<file path="config.mk">
export PLATFORM = sky130hd
export DESIGN_NAME = lfpu_ctrl
export DESIGN_NICKNAME = d
export VERILOG_FILES = /design/src/design/lfpu_pkg.sv /design/src/design/lfpu_ctrl.sv
export SDC_FILE = /design/constraint.sdc
export NUM_CORES = 1
export LEC_CHECK = 0
export BUFFER_PORTS_ARGS = -buffer_cell sky130_fd_sc_hd__buf_2
export CAP_MARGIN = 20
export CORE_MARGIN = 5
export CORE_UTILIZATION = 40
export CTS_CLUSTER_SIZE = 30
export DETAILED_ROUTE_END_ITERATION = 10
export PLACE_DENSITY = 0.66
export SLEW_MARGIN = 10
export SYNTH_ARGS = -nofsm -noshare
export SYNTH_HDL_FRONTEND = slang
export SYNTH_SLANG_ARGS = --single-unit
</file>
<file path="constraint.sdc">
create_clock -name clock -period 2.7 [get_ports clock]
set_clock_uncertainty 0.15 [all_clocks]
set_input_delay 0.675 -clock clock [delete_from_list [all_inputs] [get_ports clock]]
set_output_delay 0.675 -clock clock [all_outputs]
set_load 0.05 [all_outputs]
</file>
<file path="src/design/lfpu_pkg.sv">
// lfpu_pkg: constants, register codes and controller/datapath interface types
// for the led frame palette unpacker; no dependencies, used by every module but lfpu_ram

package lfpu_pkg;

   localparam int LED_COUNT     = 96;
   localparam int STICK_LENGTH  = 24;
   localparam int PALETTE_DEPTH = 256;
   localparam int MIRROR_COUNT  = 4;

   localparam int LED_AW = $clog2(LED_COUNT);
   localparam int PAL_AW = $clog2(PALETTE_DEPTH);
   localparam int PIX_W  = $clog2(STICK_LENGTH + 1);
   localparam int POS_W  = $clog2(MIRROR_COUNT * STICK_LENGTH);
   localparam int K_W    = $clog2(MIRROR_COUNT);

   localparam int LED_IDX_W   = 7;
   localparam int COLOR_W     = 24;
   localparam int REQ_DATA_W  = 56;
   localparam int REQ_USER_W  = 2;
   localparam int RSP_DATA_W  = 32;
   localparam int CSR_INDEX_W = 1;
   localparam int CSR_DATA_W  = 4;

   localparam logic [CSR_INDEX_W-1:0] CSR_INDEX_BITS = 1'd0;
   localparam logic [CSR_INDEX_W-1:0] CSR_TRUECOLOR  = 1'd1;

   localparam logic KIND_PALETTE = 1'b0;
   localparam logic KIND_IMAGE   = 1'b1;

   localparam logic [3:0] INDEX_BITS_RESET = 4'd8;
   localparam logic [3:0] INDEX_BITS_MAX   = 4'd8;

   typedef struct packed {
      logic accept_img;
      logic pal_we;
      logic true_step;
      logic bit_step;
      logic pal_load;
      logic k_clear;
      logic k_inc;
      logic led_rd;
      logic mix;
      logic emit;
      logic pixel_inc;
      logic flush;
   } lfpu_cmd_type;

   typedef struct packed {
      logic truecolor;
      logic phase_last;
      logic pix_room;
      logic idx_done;
      logic bit_last;
      logic more_bits;
      logic pos_ok;
      logic k_last;
      logic pend_valid;
      logic out_free;
   } lfpu_status_type;

endpackage

</file>
<file path="src/design/lfpu_ctrl.sv">
// lfpu_ctrl: sequencer for the unpacker; issues datapath commands per state
// depends on lfpu_pkg

module lfpu_ctrl (
   input  logic                      clock,
   input  logic                      reset,
   input  logic                      req_tvalid,
   input  logic                      req_kind,
   output logic                      req_tready,
   input  lfpu_pkg::lfpu_status_type status,
   output lfpu_pkg::lfpu_cmd_type    cmd
);

   import lfpu_pkg::*;

   typedef enum logic [7:0] {
      S_IDLE  = 8'b0000_0001,
      S_TRUE  = 8'b0000_0010,
      S_BIT   = 8'b0000_0100,
      S_PALLD = 8'b0000_1000,
      S_LEDRD = 8'b0001_0000,
      S_MIX   = 8'b0010_0000,
      S_EMIT  = 8'b0100_0000,
      S_FLUSH = 8'b1000_0000
   } state_type;

   state_type state_ff;
   state_type state_in;
   state_type after_k;

   // where to go once the current mirror slot is finished
   always_comb begin
      if (status.k_last) begin
         after_k = status.more_bits ? S_BIT : S_FLUSH;
      end else begin
         after_k = S_LEDRD;
      end
   end

   always_comb begin
      state_in   = state_ff;
      cmd        = '0;
      req_tready = (state_ff == S_IDLE);
      unique case (state_ff)
         S_IDLE: begin
            if (req_tvalid) begin
               if (req_kind == KIND_IMAGE) begin
                  cmd.accept_img = 1'b1;
                  state_in = status.truecolor ? S_TRUE : S_BIT;
               end else begin
                  cmd.pal_we = 1'b1;
               end
            end
         end
         S_TRUE: begin
            cmd.true_step = 1'b1;
            if (status.phase_last && status.pix_room) begin
               cmd.k_clear = 1'b1;
               state_in = S_LEDRD;
            end else begin
               state_in = S_IDLE;
            end
         end
         S_BIT: begin
            cmd.bit_step = 1'b1;
            if (status.idx_done && status.pix_room) begin
               state_in = S_PALLD;
            end else if (status.bit_last) begin
               state_in = S_FLUSH;
            end
         end
         S_PALLD: begin
            cmd.pal_load = 1'b1;
            cmd.k_clear  = 1'b1;
            state_in = S_LEDRD;
         end
         S_LEDRD: begin
            if (status.pos_ok) begin
               cmd.led_rd = 1'b1;
               state_in = S_MIX;
            end else begin
               cmd.pixel_inc = status.k_last;
               cmd.k_inc     = !status.k_last;
               state_in = after_k;
            end
         end
         S_MIX: begin
            cmd.mix = 1'b1;
            state_in = S_EMIT;
         end
         S_EMIT: begin
            if (!status.pend_valid || status.out_free) begin
               cmd.emit      = 1'b1;
               cmd.pixel_inc = status.k_last;
               cmd.k_inc     = !status.k_last;
               state_in = after_k;
            end
         end
         S_FLUSH: begin
            if (!status.pend_valid) begin
               state_in = S_IDLE;
            end else if (status.out_free) begin
               cmd.flush = 1'b1;
               state_in = S_IDLE;
            end
         end
         default: begin
            state_in = S_IDLE;
         end
      endcase
   end

   always_ff @(posedge clock) begin
      if (reset) begin
         state_ff <= S_IDLE;
      end else begin
         state_ff <= state_in;
      end
   end

endmodule

</file>
==> impl_metrics.sql, run 1 <==
INSERT INTO impl_metrics (metric_group, metric, value, unit) VALUES
('global_routing', 'antenna_found_initial', '0', ''),
('clock_tree', 'cts_tree', 'yes', ''),
('floorplanning', 'die_x', '48.0', 'um'),
('routing', 'dr.first_iter.drc_count', '10', ''),
('finish', 'final_net_count', '122', ''),
('critical_path', 'end_kind', 'output port', ''),
('power', 'cellPowerDensity', '420', 'nW/um^2'),
('global_routing', 'grt_overflow', '0', ''),
('sta', 'setup_viol', '0', ''),
('hold_path', 'holdPathStages', '2', ''),
('run', 'timing.max_cap.violations', '0', ''),
('power', 'ir_worst_vdd', '0.000294', 'V'),
('sta', 'slew-limit-headroom', '77.8', '%'),
('critical_path', 'setup.worst_path.class', 'flip-flop to output port', ''),
('sta', 'final_min_period_over_clock_period', '96.1', '%'),
('critical_path', 'worst_setup_path_start_kind', 'flip-flop', ''),
('routing', 'route.detailed.vias_per_inst', '5.52', ''),
('critical_path', 'crit_family', 'simple AND/OR/NAND/NOR gates', ''),
('critical_path', 'crit_path_max_fanout', '5', ''),
('critical_path', 'worst_path_largest_cell_delay', '380', 'ps'),
('floorplanning', 'floorplan_die_area', '2300', 'um^2'),
('floorplanning', 'std_cell_rows', '13', ''),
('critical_path', 'cp_data_arrival_time', '1770', 'ps'),
('critical_path', 'timing.rr.end', 'state_ff[0]$_SDFFE_PP1P_', ''),
('hold_path', 'hold_start', 'reset', ''),
('sta', 'final_period_minus_worst_setup_slack', '2600', 'ps'),
('finish', 'flip_flop_count_of_the_largest_register_all_copies_and_words_added', '8', ''),
('global_routing', 'first_global_vias', '689', ''),
('finish', 'reg_top3', 'state_ff (8)', ''),
('critical_path', 'timing.critical_path.required', '1880', 'ps'),
('place', 'dp_hpwl', '1280', 'um'),
('synthesis', 'ys_types', '26', ''),
('routing', 'routed-via-count', '668', ''),
('sta', 'timing.final.max_slew_violations', '0', ''),
('floorplanning', 'effective_utilization_at_floorplan', '43.2', '%'),
('place', 'port-buffer-count', '26', ''),
('finish', 'n_fill_cell', '134', ''),
('place', 'place.gp.congestion', '0.809', ''),
('floorplanning', 'die-height', '48.0', 'um'),
('clock_tree', 'postCtsHoldBufs', '0', ''),
('finish', 'final_common_cell', 'buf_2', ''),
('floorplanning', 'design.core.area', '1330', 'um^2'),
('routing', 'drt.antenna.violating_nets', '0', ''),
('global_routing', 'grt_first_pass_wirelength', '2590', 'um'),
('routing', 'wl', '1590', 'um'),
('clock_tree', 'clock_tree.buffer_depth', '2', ''),
('synthesis', 'synth.net_count', '89', ''),
('global_routing', 'largest_net_degree_at_the_start_of_global_routing', '8', ''),
('sta', 'final-hold-violation-count', '0', ''),
('finish', 'largest_register', 'state_ff', ''),
('critical_path', 'timing.critical_path.buf_inv', '2', ''),
('critical_path', 'crit_path_top_delay_cell', 'nor4_4', ''),
('clock_tree', 'cts_buffers', '3', ''),
('clock_tree', 'worstSkewPairLatency', '250', 'ps'),
('sta', 'slew_of_the_pin_with_the_lowest_slew_margin', '332', 'ps'),
('hold_path', 'hold_path_end', 'state_ff[4]$_SDFFE_PP0P_', ''),
('clock_tree', 'tritoncts_num_sinks', '8', ''),
('critical_path', 'r2r_start', 'state_ff[7]$_SDFFE_PP0P_', ''),
('critical_path', 'reg2reg_slack', '750', 'ps'),
('finish', 'post_route_cells_drive_above_1_share', '40.6', '%'),
('power', 'power.static_leakage', '0.399', 'nW'),
('sta', 'achievable-frequency', '385', 'MHz'),
('synthesis', 'post_synth_instance_area', '577', 'um^2'),
('synthesis', 'synth.ff_latch_count', '8', ''),
('finish', 'most-common-layout-cells', 'buf_2 (24), dfxtp_1 (8), inv_1 (7)', ''),
('finish', 'antennaDiodeCount', '0', ''),
('critical_path', 'reg2regPathDepth', '5', ''),
('clock_tree', 'clk_transition_reported_paths', '50', 'ps'),
('synthesis', 'avgSynthCellArea', '7.69', 'um^2'),
('synthesis', 'synth.yosys.seq_area_share', '27.8', '%'),
('clock_tree', 'clk_root_buffer_cell', 'clkbuf_4', ''),
('routing', 'drt_drc_violations_left', '0', ''),
('finish', 'area.growth.synth_to_final', '35.8', '%'),
('hold_path', 'min_path_type', 'input pin to flip-flop', ''),
('critical_path', 'critical_path.cell_chain', 'nor4_4, nand4b_1, inv_2, and3_1, clkbuf_4', ''),
('run_status', 'run_status', 'completed', ''),
('sta', 'tns', '0', 'ps'),
('routing', 'routedWlPerCell', '13.1', 'um'),
('synthesis', 'yosys_warnings', '0', ''),
('routing', 'detail_route.first_pass.iterations', '4', ''),
('synthesis', 'syn_inst_count', '75', ''),
('power', 'power', '0.000329', 'W'),
('floorplanning', 'design.portCount', '27', ''),
('clock_tree', 'htree_levels', '1', ''),
('global_routing', 'track_usage', '16.5', '%');
[through the flow]
step	utilization (%)	area, um^2	cells	worst slack (ps)	hold slack (ps)
2_1_floorplan	-	592	75	53.6	500
3_3_place_gp	55.5	741	116	320	580
3_5_place_dp	55.5	741	116	304	564
4_1_cts	57.2	763	119	32.1	512
5_1_grt	58.7	783	121	-0.607	521
6_report	58.7	783	121	105	509
[power breakdown]
group | leakage (nW) | internal, W | switching, W | total, W
Clock | 0.0138 | 0.0000509 | 0.0000414 | 0.0000924
Sequential | 0.0648 | 0.000123 | 0.00000645 | 0.000129
Combinational | 0.320 | 0.0000406 | 0.0000672 | 0.000108
Total | 0.399 | 0.000214 | 0.000115 | 0.000329
[how the worst max path moves through the flow]
stage / startpoint / endpoint / slack, ps / cells past startpoint
CTS: state_ff[1]$_SDFFE_PP0P_ / cmd[5] / 30 / 6
floorplan: state_ff[1]$_SDFFE_PP0P_ / cmd[1] / 50 / 5
global placement: state_ff[7]$_SDFFE_PP0P_ / cmd[11] / 320 / 5
global route: state_ff[7]$_SDFFE_PP0P_ / cmd[11] / -0.6 / 5
finish: state_ff[7]$_SDFFE_PP0P_ / cmd[11] / 100 / 5
detailed placement: status[0] / cmd[5] / 300 / 6
[cells by family (layout without fill, tap and decap cells)]
kind of cell | count (synthesis) | in the layout | share of synthesized area [%]
compound gates | 15 | 15 | 18.4
buf+inv | 8 | 39 | 5.21
flops | 8 | 8 | 27.8
simple gates | 44 | 44 | 48.6
[layout make-up]
type	count	area, um^2	share of cell area (%)
Timing Repair Buffer	28	150	19.2
Sequential cell	8	160	20.4
Clock buffer	3	22.5	2.88
Multi-Input combinational cell	59	402	51.3
Inverter	8	30.0	3.83
Tap cell	15	18.8	2.40
[Yosys cell counts, drive strengths merged]
cell type	n	area share [%]
a221o	1	1.7
nor3	2	1.7
a31oi	1	1.1
a21oi	2	1.7
nor4	2	7.4
a211oi	2	2.6
o21ai	3	2.6
o2111ai	1	1.5
inv	8	5.2
nor2	10	6.5
o21a	2	2.6
o211ai	1	2.2
or2	2	2.2
nand4	3	3.3
and4b	1	2.0
a21boi	1	1.3
dfxtp	8	28
nand3	4	4.3
o22ai	1	1.1
nand2	6	3.9
nand4b	5	7.6
and3	3	3.3
nor2b	5	5.4
and2	1	1.1
[layer usage]
metal	vias to the layer above	share of wire [%]	global-route usage (%)
met5	-	0	0
met4	0	2.5	9.14
met1	298	43	17.8
met2	23	48	28.5
met3	7	6.2	4.51
li1	340	-	-
[timing repair]
action                     4_1_cts  5_1_grt
resized for setup                0        3
setup buffers                    0        2
setup endpoints to repair        0        4
(Power assumes the default switching activity.)
==> inputs of run 2 (changes only) <==
--- a/config.mk
+++ b/config.mk
@@ -8,11 +8,11 @@
 export BUFFER_PORTS_ARGS = -buffer_cell sky130_fd_sc_hd__buf_2
 export CAP_MARGIN = 20
 export CORE_MARGIN = 5
-export CORE_UTILIZATION = 40
+export CORE_UTILIZATION = 44
 export CTS_CLUSTER_SIZE = 30
 export DETAILED_ROUTE_END_ITERATION = 10
-export PLACE_DENSITY = 0.66
-export SLEW_MARGIN = 10
+export PLACE_DENSITY = 0.76
+export SLEW_MARGIN = 20
 export SYNTH_ARGS = -nofsm -noshare
 export SYNTH_HDL_FRONTEND = slang
 export SYNTH_SLANG_ARGS = --single-unit
==> impl_metrics.sql, run 2 (synthesis gave the netlist of run 1 again) <==
INSERT INTO impl_metrics (metric_group, metric, value, unit) VALUES
('floorplanning', 'design.core.area', '1270', 'um^2'),
('power', 'power', '0.000330', 'W'),
('power', 'logic_pwr_share', '31.3', '%'),
('power', 'internal_dissipation', '0.000211', 'W'),
('global_routing', 'first_global_vias', '627', ''),
('critical_path', 'reg2reg_slack', '740', 'ps'),
('finish', 'antennaDiodeCount', '0', ''),
('clock_tree', 'cts_buffers', '3', ''),
('critical_path', 'timing.rr.end', 'state_ff[0]$_SDFFE_PP1P_', ''),
('finish', 'post_route_cells_drive_above_1_share', '39.6', '%'),
('sta', 'tns', '0', 'ps'),
('routing', 'drt.antenna.violating_nets', '0', ''),
('place', 'dp.cells', '116', ''),
('critical_path', 'crit_path_max_fanout', '7', ''),
('global_routing', 'largest_net_degree_at_the_start_of_global_routing', '8', ''),
('run_status', 'run_status', 'completed', ''),
('routing', 'drt_drc_violations_left', '0', ''),
('floorplanning', 'die_x', '46.2', 'um'),
('sta', 'timing.final.max_slew_violations', '0', ''),
('finish', 'largest_register', 'state_ff', ''),
('finish', 'reg_top3', 'state_ff (8)', ''),
('critical_path', 'setup.worst_path.class', 'flip-flop to output port', ''),
('clock_tree', 'worstSkewPairLatency', '260', 'ps'),
('sta', 'final_period_minus_worst_setup_slack', '2590', 'ps'),
('power', 'clock_network_fraction_of_design_power', '29.4', '%'),
('place', 'dp_hpwl', '1280', 'um'),
('critical_path', 'timing.critical_path.required', '1880', 'ps'),
('sta', 'achievable-frequency', '386', 'MHz'),
('power', 'seq_power_share', '39.2', '%'),
('place', 'place_ws', '303', 'ps'),
('power', 'power.static_leakage', '0.398', 'nW'),
('routing', 'route.detailed.vias_per_inst', '5.61', ''),
('global_routing', 'track_usage', '17.0', '%'),
('clock_tree', 'clk_transition_reported_paths', '60', 'ps'),
('finish', 'finalNonFillerCells', '121', ''),
('sta', 'slew-limit-headroom', '78.2', '%'),
('clock_tree', 'tritoncts_num_sinks', '8', ''),
('clock_tree', 'postCtsHoldBufs', '0', ''),
('global_routing', 'grt_first_pass_wirelength', '2590', 'um'),
('sta', 'final-hold-violation-count', '0', ''),
('clock_tree', 'cts_tree', 'yes', ''),
('finish', 'flip_flop_count_of_the_largest_register_all_copies_and_words_added', '8', ''),
('global_routing', 'grt_overflow', '0', ''),
('routing', 'routedWlPerCell', '13.3', 'um'),
('power', 'p_sw_share', '35.9', '%'),
('clock_tree', 'clock_tree.buffer_depth', '2', ''),
('finish', 'most-common-layout-cells', 'buf_2 (24), inv_1 (8), dfxtp_1 (8)', ''),
('global_routing', 'grt_util_met3', '7.03', '%'),
('finish', 'final_net_count', '122', ''),
('critical_path', 'r2r_start', 'state_ff[6]$_SDFFE_PP0P_', ''),
('floorplanning', 'die-height', '46.2', 'um'),
('floorplanning', 'std_cell_rows', '13', ''),
('global_routing', 'grt.met1_usage', '19.8', '%'),
('sta', 'setup_viol', '0', ''),
('hold_path', 'min_path_type', 'input pin to flip-flop', ''),
('clock_tree', 'htree_levels', '1', ''),
('run', 'timing.max_cap.violations', '0', ''),
('sta', 'slew_of_the_pin_with_the_lowest_slew_margin', '326', 'ps'),
('routing', 'wl', '1610', 'um'),
('critical_path', 'cp_data_arrival_time', '1770', 'ps'),
('routing', 'dr.first_iter.drc_count', '10', ''),
('floorplanning', 'effective_utilization_at_floorplan', '45.5', '%'),
('routing', 'detail_route.first_pass.iterations', '5', ''),
('sta', 'final_min_period_over_clock_period', '96.1', '%'),
('global_routing', 'grt-busiest-layer', 'met2', ''),
('power', 'ir_worst_vdd', '0.000283', 'V'),
('hold_path', 'hold_path_end', 'state_ff[5]$_SDFFE_PP0P_', ''),
('global_routing', 'antenna_found_initial', '0', ''),
('sta', 'final_critical_path_setup_slack', '106', 'ps'),
('critical_path', 'reg2regPathDepth', '6', ''),
('finish', 'final_common_cell', 'buf_2', ''),
('power', 'power_switching', '0.000118', 'W'),
('clock_tree', 'clk_root_buffer_cell', 'clkbuf_4', ''),
('floorplanning', 'design.portCount', '27', ''),
('floorplanning', 'floorplan_die_area', '2130', 'um^2'),
('critical_path', 'worst_setup_path_start_kind', 'flip-flop', ''),
('finish', 'n_fill_cell', '113', ''),
('critical_path', 'end_kind', 'output port', ''),
('hold_path', 'holdPathStages', '2', ''),
('global_routing', 'gr-usage-met2', '28.3', '%'),
('place', 'place.gp.congestion', '0.933', ''),
('place', 'port-buffer-count', '26', ''),
('routing', 'routed-via-count', '679', ''),
('finish', 'area.growth.synth_to_final', '35.8', '%'),
('power', 'cellPowerDensity', '421', 'nW/um^2'),
('hold_path', 'hold_start', 'reset', '');
==> run 2: worst max-delay path by stage <==
stage          endpoint  cells after the start                      from  slack [ps]
6_report         cmd[1]                      6  state_ff[0]$_SDFFE_PP1P_         110
5_1_grt          cmd[1]                      7  state_ff[0]$_SDFFE_PP1P_         -20
4_1_cts          cmd[1]                      6  state_ff[1]$_SDFFE_PP0P_          40
3_5_place_dp     cmd[1]                      6                 status[0]         300
3_3_place_gp     cmd[5]                      6                 status[0]         330
2_1_floorplan    cmd[1]                      5  state_ff[1]$_SDFFE_PP0P_          50
==> run 2: final cells by class <==
cell class	instances	area, um^2	share of cell area (%)
Sequential cell	8	160	20.4
Multi-Input combinational cell	59	402	51.3
Timing Repair Buffer	28	150	19.2
Inverter	8	30.0	3.83
Clock buffer	3	22.5	2.88
Tap cell	15	18.8	2.40
==> run 2: power by group through the flow <==
stage	Clock (W)	Sequential, W	Combinational [W]
finish	0.0000971	0.000129	0.000103
global route	0.000106	0.000130	0.000113
CTS	0.0000988	0.000129	0.0000951
detailed placement	0	0.000132	0.0000946
global placement	0	0.000131	0.0000946
floorplan	0	0.000130	0.0000698
==> run 2: stage by stage <==
step / hold WS, ps / utilization [%] / area (um^2)
2_1_floorplan: 500 / - / 592
3_3_place_gp: 563 / 58.4 / 741
3_5_place_dp: 556 / 58.4 / 741
4_1_cts: 496 / 60.2 / 763
5_1_grt: 495 / 61.7 / 783
6_report: 508 / 61.7 / 783
==> run 2: repair_timing <==
item / in CTS / in global routing
endpoints found under the setup margin: 0 / 4
resized for setup: 0 / 2
buffers inserted: 0 / 2
==> run 2: routing by layer <==
layer  vias up  wire (um)
li1        338          -
met1       322        723
met2        17        790
met3         2         80
met4         0         11
met5         -          0
==> run 2: critical path: stages, from the launching register on <==
cell	delay (ps)
dfxtp_1	360
nor4_4	280
buf_4	180
nand4_1	150
nor2b_1	200
nor2_2	80
buf_2	260
